==> config.mk <==
export PLATFORM = sky130hd
export DESIGN_NAME = levelized_topological_sort
export DESIGN_NICKNAME = d
export VERILOG_FILES = /design/src/rtl/lts_pkg.sv /design/src/rtl/lts_front.sv /design/src/rtl/lts_back.sv /design/src/rtl/levelized_topological_sort.sv
export SDC_FILE = /design/constraint.sdc
export NUM_CORES = 1
export LEC_CHECK = 0
export ABC_AREA = 0
export BUFFER_PORTS_ARGS = -buffer_cell sky130_fd_sc_hd__buf_2
export CAP_MARGIN = 0
export CORE_MARGIN = 2
export CORE_UTILIZATION = 41
export CTS_CLUSTER_DIAMETER = 50
export CTS_CLUSTER_SIZE = 24
export DETAILED_ROUTE_END_ITERATION = 8
export PLACE_DENSITY = 0.53
export SKIP_LAST_GASP = 1
export SYNTH_ARGS = -nofsm -noshare
export SYNTH_HDL_FRONTEND = slang
export SYNTH_SLANG_ARGS = --single-unit
export TNS_END_PERCENT = 1
==> constraint.sdc <==
create_clock -name clk -period 8 [get_ports clk]
set_clock_uncertainty 0.15 [all_clocks]
set_input_delay 1.2 -clock clk [delete_from_list [all_inputs] [get_ports clk]]
set_output_delay 1.2 -clock clk [all_outputs]
set_load 0.01 [all_outputs]
==> src/rtl/lts_pkg.sv <==
// lts_pkg: shared types and constants for the levelized topological sort
// no dependencies
package lts_pkg;

  localparam int unsigned VertexW = 4;
  localparam int unsigned MaxVerticesDefault = 16;
  localparam int unsigned QueueDepth = 2;

  typedef enum logic [1:0] {
    FUNC_ADD_VERTEX = 2'd0,
    FUNC_ADD_EDGE   = 2'd1,
    FUNC_REMOVE_EDGE = 2'd2,
    FUNC_RUN        = 2'd3
  } func_t;

  typedef struct packed {
    logic [1:0]         func;
    logic [VertexW-1:0] src_vertex;
    logic [VertexW-1:0] dst_vertex;
  } in_req_t;

  typedef struct packed {
    logic [VertexW-1:0] vertex;
    logic [VertexW-1:0] level;
    logic               cycle_error;
    logic               last;
  } out_req_t;

  // classified command passed from front to back
  typedef struct packed {
    logic               is_run;
    logic               is_vertex;
    logic               set_edge;
    logic               clr_edge;
    logic [VertexW-1:0] src;
    logic [VertexW-1:0] dst;
  } cmd_t;

endpackage

==> src/rtl/lts_front.sv <==
// lts_front: accepts requests, drops out-of-range ones, queues commands
// depends on lts_pkg
module lts_front import lts_pkg::*; #(
  parameter int unsigned MAX_VERTICES = MaxVerticesDefault
) (
  input  logic    clk,
  input  logic    rst_n,
  input  logic    in_valid,
  output logic    in_stall,
  input  in_req_t in_data,
  output logic    cmd_valid,
  input  logic    cmd_take,
  output cmd_t    cmd
);

  localparam int unsigned Lim = (MAX_VERTICES < 16) ? MAX_VERTICES : 16;

  cmd_t        q_r [QueueDepth];
  logic [1:0]  cnt_r, cnt_nxt;
  logic        wp_r, rp_r;
  logic        push, pop, in_range;
  cmd_t        c;

  assign in_stall = (cnt_r == 2'(QueueDepth));
  assign pop      = cmd_take && (cnt_r != 2'd0);
  assign in_range = (32'(in_data.src_vertex) < Lim) && (32'(in_data.dst_vertex) < Lim);

  always_comb begin
    c.is_run    = (in_data.func == FUNC_RUN);
    c.is_vertex = (in_data.func == FUNC_ADD_VERTEX) && (32'(in_data.src_vertex) < Lim);
    c.set_edge  = (in_data.func == FUNC_ADD_EDGE) && in_range;
    c.clr_edge  = (in_data.func == FUNC_REMOVE_EDGE) && in_range;
    c.src       = in_data.src_vertex;
    c.dst       = in_data.dst_vertex;
  end

  // items that do nothing are not queued
  assign push = in_valid && !in_stall && (c.is_run || c.is_vertex || c.set_edge || c.clr_edge);

  always_comb begin
    cnt_nxt = cnt_r + 2'(push) - 2'(pop);
  end

  always_ff @(posedge clk) begin
    if (!rst_n) begin
      cnt_r <= '0;
      wp_r  <= 1'b0;
      rp_r  <= 1'b0;
    end else begin
      cnt_r <= cnt_nxt;
      if (push) wp_r <= ~wp_r;
      if (pop)  rp_r <= ~rp_r;
    end
  end

  always_ff @(posedge clk) begin
    if (push) q_r[wp_r] <= c;
  end

  assign cmd_valid = (cnt_r != 2'd0);
  assign cmd       = q_r[rp_r];

endmodule

==> src/rtl/lts_back.sv <==
// lts_back: graph storage, level peeling and result emission
// depends on lts_pkg
module lts_back import lts_pkg::*; (
  input  logic     clk,
  input  logic     rst_n,
  input  logic     cmd_valid,
  output logic     cmd_take,
  input  cmd_t     cmd,
  output logic     out_valid,
  input  logic     out_stall,
  output out_req_t out_data
);

  localparam int unsigned NV = 16;

  typedef enum logic [4:0] {
    ST_IDLE  = 5'b00001,
    ST_CHECK = 5'b00010,
    ST_LEVEL = 5'b00100,
    ST_EMIT  = 5'b01000,
    ST_ERR   = 5'b10000
  } st_t;

  st_t                st_r, st_nxt;
  logic [NV-1:0]      adj_r [NV];
  logic [NV-1:0]      present_r, remain_r, ready_r, targets;
  logic [NV-1:0]      ready_set, emit_left;
  logic [VertexW-1:0] lvl_r, vtx;
  logic               last_lvl;
  logic               ov_r, ov_nxt;
  out_req_t           od_r;
  logic               out_free;

  assign out_free = !ov_r || !out_stall;
  assign cmd_take = (st_r == ST_IDLE);

  always_comb begin
    targets = '0;
    for (int u = 0; u < NV; u++)
      if (remain_r[u]) targets |= adj_r[u];
    ready_set = remain_r & ~targets;
  end

  // lowest set bit of the current level
  always_comb begin
    vtx = '0;
    for (int u = NV-1; u >= 0; u--)
      if (ready_r[u]) vtx = VertexW'(u);
    emit_left = ready_r & ~(NV'(1) << vtx);
  end
  assign last_lvl = (remain_r == '0) && (emit_left == '0);

  // result register valid: held while stalled, set on each emitted result
  always_comb begin
    ov_nxt = ov_r && out_stall;
    if ((st_r == ST_EMIT || st_r == ST_ERR) && out_free) ov_nxt = 1'b1;
  end

  // check pass peels all levels first so a cyclic graph emits only the error
  always_comb begin
    st_nxt = st_r;
    case (st_r)
      ST_IDLE:  if (cmd_valid && cmd.is_run) st_nxt = ST_CHECK;
      ST_CHECK: begin
        if (remain_r == '0)       st_nxt = ST_LEVEL;
        else if (ready_set == '0) st_nxt = ST_ERR;
      end
      ST_LEVEL: begin
        if (remain_r == '0)       st_nxt = ST_IDLE;
        else if (ready_set == '0) st_nxt = ST_ERR;
        else                      st_nxt = ST_EMIT;
      end
      ST_EMIT: if (out_free && emit_left == '0) st_nxt = (remain_r == '0) ? ST_IDLE : ST_LEVEL;
      ST_ERR:  if (out_free) st_nxt = ST_IDLE;
      default: st_nxt = ST_IDLE;
    endcase
  end

  always_ff @(posedge clk) begin
    if (!rst_n) begin
      st_r      <= ST_IDLE;
      present_r <= '0;
      remain_r  <= '0;
      ov_r      <= 1'b0;
      for (int u = 0; u < NV; u++) adj_r[u] <= '0;
    end else begin
      st_r <= st_nxt;
      ov_r <= ov_nxt;
      case (st_r)
        ST_IDLE: if (cmd_valid) begin
          if (cmd.is_vertex) begin
            present_r <= present_r | (NV'(1) << cmd.src);
          end else if (cmd.set_edge || cmd.clr_edge) begin
            present_r <= present_r | (NV'(1) << cmd.src) | (NV'(1) << cmd.dst);
            adj_r[cmd.src][cmd.dst] <= cmd.set_edge;
          end
          if (cmd.is_run) begin
            remain_r <= present_r;
            lvl_r    <= '0;
          end
        end
        ST_CHECK: begin
          if (remain_r == '0) remain_r <= present_r;
          else                remain_r <= remain_r & ~ready_set;
        end
        ST_LEVEL: begin
          ready_r  <= ready_set;
          remain_r <= remain_r & ~ready_set;
        end
        ST_EMIT: if (out_free) begin
          od_r    <= '{vertex: vtx, level: lvl_r, cycle_error: 1'b0, last: last_lvl};
          ready_r <= emit_left;
          if (emit_left == '0) lvl_r <= lvl_r + VertexW'(1);
        end
        ST_ERR: if (out_free) begin
          od_r <= '{vertex: '0, level: '0, cycle_error: 1'b1, last: 1'b1};
        end
        default: ;
      endcase
    end
  end

  assign out_valid = ov_r;
  assign out_data  = od_r;

endmodule

==> src/rtl/levelized_topological_sort.sv <==
// levelized_topological_sort: top level, front queue feeding the sort engine
// depends on lts_pkg, lts_front, lts_back
//
//  channel | ports                         | direction
//  input   | in_valid, in_stall, in_data   | request in: func, src_vertex, dst_vertex
//  result  | out_valid, out_stall, out_data| request out: vertex, level, cycle_error, last
//
// graph edits are applied by the back end while it is idle; the front takes one request
// per cycle while its two-entry queue has room
// a run first makes a check pass that peels every level, then peels the levels
// again and emits the vertices of each level in turn; a cyclic graph ends after
// the check with one error result; requests queue behind a run
// reset is synchronous, active low, clears the graph and all control
// out_stall holds the output register and freezes the walk until taken
module levelized_topological_sort import lts_pkg::*; #(
  parameter int unsigned MAX_VERTICES = MaxVerticesDefault
) (
  input  logic     clk,
  input  logic     rst_n,
  input  logic     in_valid,
  output logic     in_stall,
  input  in_req_t  in_data,
  output logic     out_valid,
  input  logic     out_stall,
  output out_req_t out_data
);

  logic cmd_valid, cmd_take;
  cmd_t cmd;

  // front: range check and classification, into the queue
  lts_front #(.MAX_VERTICES(MAX_VERTICES)) u_front (
    .clk, .rst_n, .in_valid, .in_stall, .in_data,
    .cmd_valid, .cmd_take, .cmd
  );

  // back: adjacency matrix, level peel, result register
  lts_back u_back (
    .clk, .rst_n, .cmd_valid, .cmd_take, .cmd,
    .out_valid, .out_stall, .out_data
  );

endmodule

==> flow_metrics.env <==
export IMPL_hold_class="flip-flop to flip-flop"
export IMPL_path_clk_slew_ns=0.06
export IMPL_synthArstFlopShare=0
export IMPL_grt_pass1_vias=12400
export IMPL_root_buffer="clkbuf_16"
export IMPL_crit_type="flip-flop to flip-flop"
export IMPL_clock_sink_count=353
export IMPL_arrival_ns=4.08
export IMPL_crit_slowest_cell="dfxtp_1"
export IMPL_dieHeight_um=205
export IMPL_hold_viol_final=0
export IMPL_max_clock_freq_ghz=0.250
export IMPL_slew_headroom=0.188
export IMPL_post_drt_wl_per_cell_um=27.0
export IMPL_post_dp_cell_area_mm2=0.0171
export IMPL_maxCapViolations=0
export IMPL_fp_row_count=73
export IMPL_slowest_delay_ns=0.93
export IMPL_core_mm2=0.0399
export IMPL_cp_required_ns=8.09
export IMPL_path_max_fanout=32
export IMPL_cts_path_max_buffers=3
export IMPL_grtUsageTotal=0.272
export IMPL_drc=0
export IMPL_cts_tree="built"
export IMPL_routed_via_density=6.21
export IMPL_ant_nets=0
export IMPL_p_per_area_mw_per_mm2=263
export IMPL_startpoint_type="flip-flop"
export IMPL_register_area_mm2=0.0102
export IMPL_ys_seq_area_frac=0.611
export IMPL_finalSetupTns_ns=0
export IMPL_cp_cell_sequence="mux2_2 > a211o_1 > nand4_1 > nor2b_1 > nand2_1 > o21ai_0"
export IMPL_gp_congestion=0.792
export IMPL_grt_setup_unrepaired="no"
export IMPL_syn_inst=1603
export IMPL_slew_violations=0
export IMPL_area_growth_pct=11.4
export IMPL_post_cts_buffers=0
export IMPL_post_route_period_util=0.500
export IMPL_cp_top_family="simple AND/OR/NAND/NOR gates"
export IMPL_antenna_found_initial=0
export IMPL_drtPass1Iterations=6
export IMPL_grt_max_degree=138
export IMPL_synth_edf_count=310
export IMPL_nets=1568
export IMPL_cp_end_kind="flip-flop"
export IMPL_die_area_mm2=0.0422
export IMPL_grt_ovfl_total=0
export IMPL_yosysUniqueCellTypes=59
export IMPL_layout_common_cells="nor2_1 (331), edfxtp_1 (310), o21ai_0 (294)"
export IMPL_worst_path_buf_inv=0
export IMPL_post_cts_resized=0
export IMPL_stdcell_area_mm2=0.0185
export IMPL_htree_levels=2
export IMPL_tightest_slew_ns=1.22
export IMPL_status="completed"
export IMPL_synth_seq_cells=353
export IMPL_routed_wl_mm=56.8
export IMPL_pin_count=26
export IMPL_dp_hpwl_mm=31.2
export IMPL_vias=13100
export IMPL_grt_pass1_wl_mm=82.6
export IMPL_multiInputGateArea_mm2=0.00578
export IMPL_die_width_um=205
export IMPL_p_leak_nw=5.86
export IMPL_period_minus_slack_ns=4.00
export IMPL_ys_flop_type="edfxtp_1"
export IMPL_port_buffers=25
export IMPL_n_fill_cell=3699
export IMPL_mostFrequentLayoutCell="nor2_1"
export IMPL_clk_latency_ns=0.56
export IMPL_yosysWarnings=0
export IMPL_drive_gt1_frac=0.0936
export IMPL_initial_core_util=0.417
export IMPL_cts_hold_buf=0
export IMPL_finalSetupViolCount=0
export IMPL_synthesis_nets=1620
export IMPL_cts_made_buffers=40
export IMPL_avgSynthCellArea_um2=10.4
export IMPL_vdd_drop_max_mv=0.224
export IMPL_synth_area_mm2=0.0166
export IMPL_dr_first_iter_drc_count=1681
worst paths after layout:
kind	from	to	slack, ns	cells past startpoint
worst max-delay path	flip-flop	u_back.adj_r[7][2]$_SDFFCE_PN0P_	4.00	6
worst max register to register	flip-flop	u_back.adj_r[7][2]$_SDFFCE_PN0P_	4.00	6
worst min-delay path	u_back.present_r[12]$_SDFFE_PN0P_	u_back.present_r[12]$_SDFFE_PN0P_	0.33	2
worst min register to register	u_back.present_r[12]$_SDFFE_PN0P_	u_back.present_r[12]$_SDFFE_PN0P_	0.33	2
stage by stage:
stage	hold slack, ns	utilization	power [mW]	setup WS [ns]	std cells
after detailed placement	0.316	0.429	2.96	3.98	2034
final	0.325	0.464	4.88	4.00	2107
after CTS	0.331	0.464	4.88	4.02	2106
after global placement	0.301	0.429	2.95	4.06	2034
after global routing	0.350	0.464	5.03	3.60	2106
after floorplan	0.291	-	2.64	4.97	1603
metal layers:
| layer | part of all wire | wire [µm] | track usage | up-vias |
|---|---|---|---|---|
| met3 | 0.094 | 5350 | 0.0502 | 125 |
| met5 | 0 | 0 | 0 | - |
| met1 | 0.40 | 22500 | 0.354 | 6476 |
| met4 | 0.036 | 2030 | 0.104 | 0 |
| li1 | - | - | - | 5810 |
| met2 | 0.47 | 26900 | 0.453 | 671 |
kinds of logic after synthesis:
group                      Yosys count  share of synthesized area
AOI/OAI and AO/OA                  513                      0.195
xor gates and xnor gates             6                    0.00316
buffers and inverters              183                     0.0423
muxes                                3                    0.00188
DFF                                353                      0.611
and+or+nand+nor                    541                      0.143
adders and majority gates            4                    0.00286
where the power goes:
group	switching, mW	internal, mW	total (mW)	leakage, nW
clock network	0.804	1.14	1.95	0.659
registers	0.0601	2.10	2.16	3.51
logic	0.580	0.189	0.769	1.69
flip-flops by register name (all words and copies together) (netlist names), named ones only:
signal / count
u_front.rp_r: 1
u_back.adj_r: 256
u_front.q_r: 24
u_back.ready_r: 16
u_back.st_r: 5
u_back.present_r: 16
u_back.out_data: 10
u_back.remain_r: 16
u_back.out_valid: 1
u_back.lvl_r: 4
u_front.wp_r: 1
u_front.cnt_r: 2
synth_stat cells (10+ instances only):
master,n,area share
and2_1,14,0.0053
nand2_1,74,0.017
a22o_1,48,0.025
nor2_1,331,0.075
o21ai_0,294,0.088
dfxtp_1,43,0.052
inv_1,21,0.0047
edfxtp_1,310,0.56
nand2b_1,14,0.0053
nand3_1,39,0.012
nand4_1,10,0.0038
a22oi_1,56,0.025
o32ai_1,15,0.0079
a21oi_1,24,0.0072
a221oi_1,49,0.026
clkbuf_1,149,0.034
and4_1,14,0.0074
nor2b_1,10,0.0038
final cells by class:
| type | count | area share |
|---|---|---|
| timing repair buffer | 67 | 0.0241 |
| clock inverter | 23 | 0.0126 |
| tap | 525 | 0.0354 |
| multi-input combinational | 1067 | 0.312 |
| inverter | 22 | 0.00446 |
| clock buffer | 49 | 0.0627 |
| sequential | 353 | 0.549 |
| antenna | 1 | 0.000135 |
worst reg2reg max path: stages, from the launching register on:
cell and delay (ns):
dfxtp_1 0.93, mux2_2 0.50, a211o_1 0.17, nand4_1 0.20
nor2b_1 0.56, nand2_1 0.73, o21ai_0 0.44
Power figures use the tool's default switching activity.
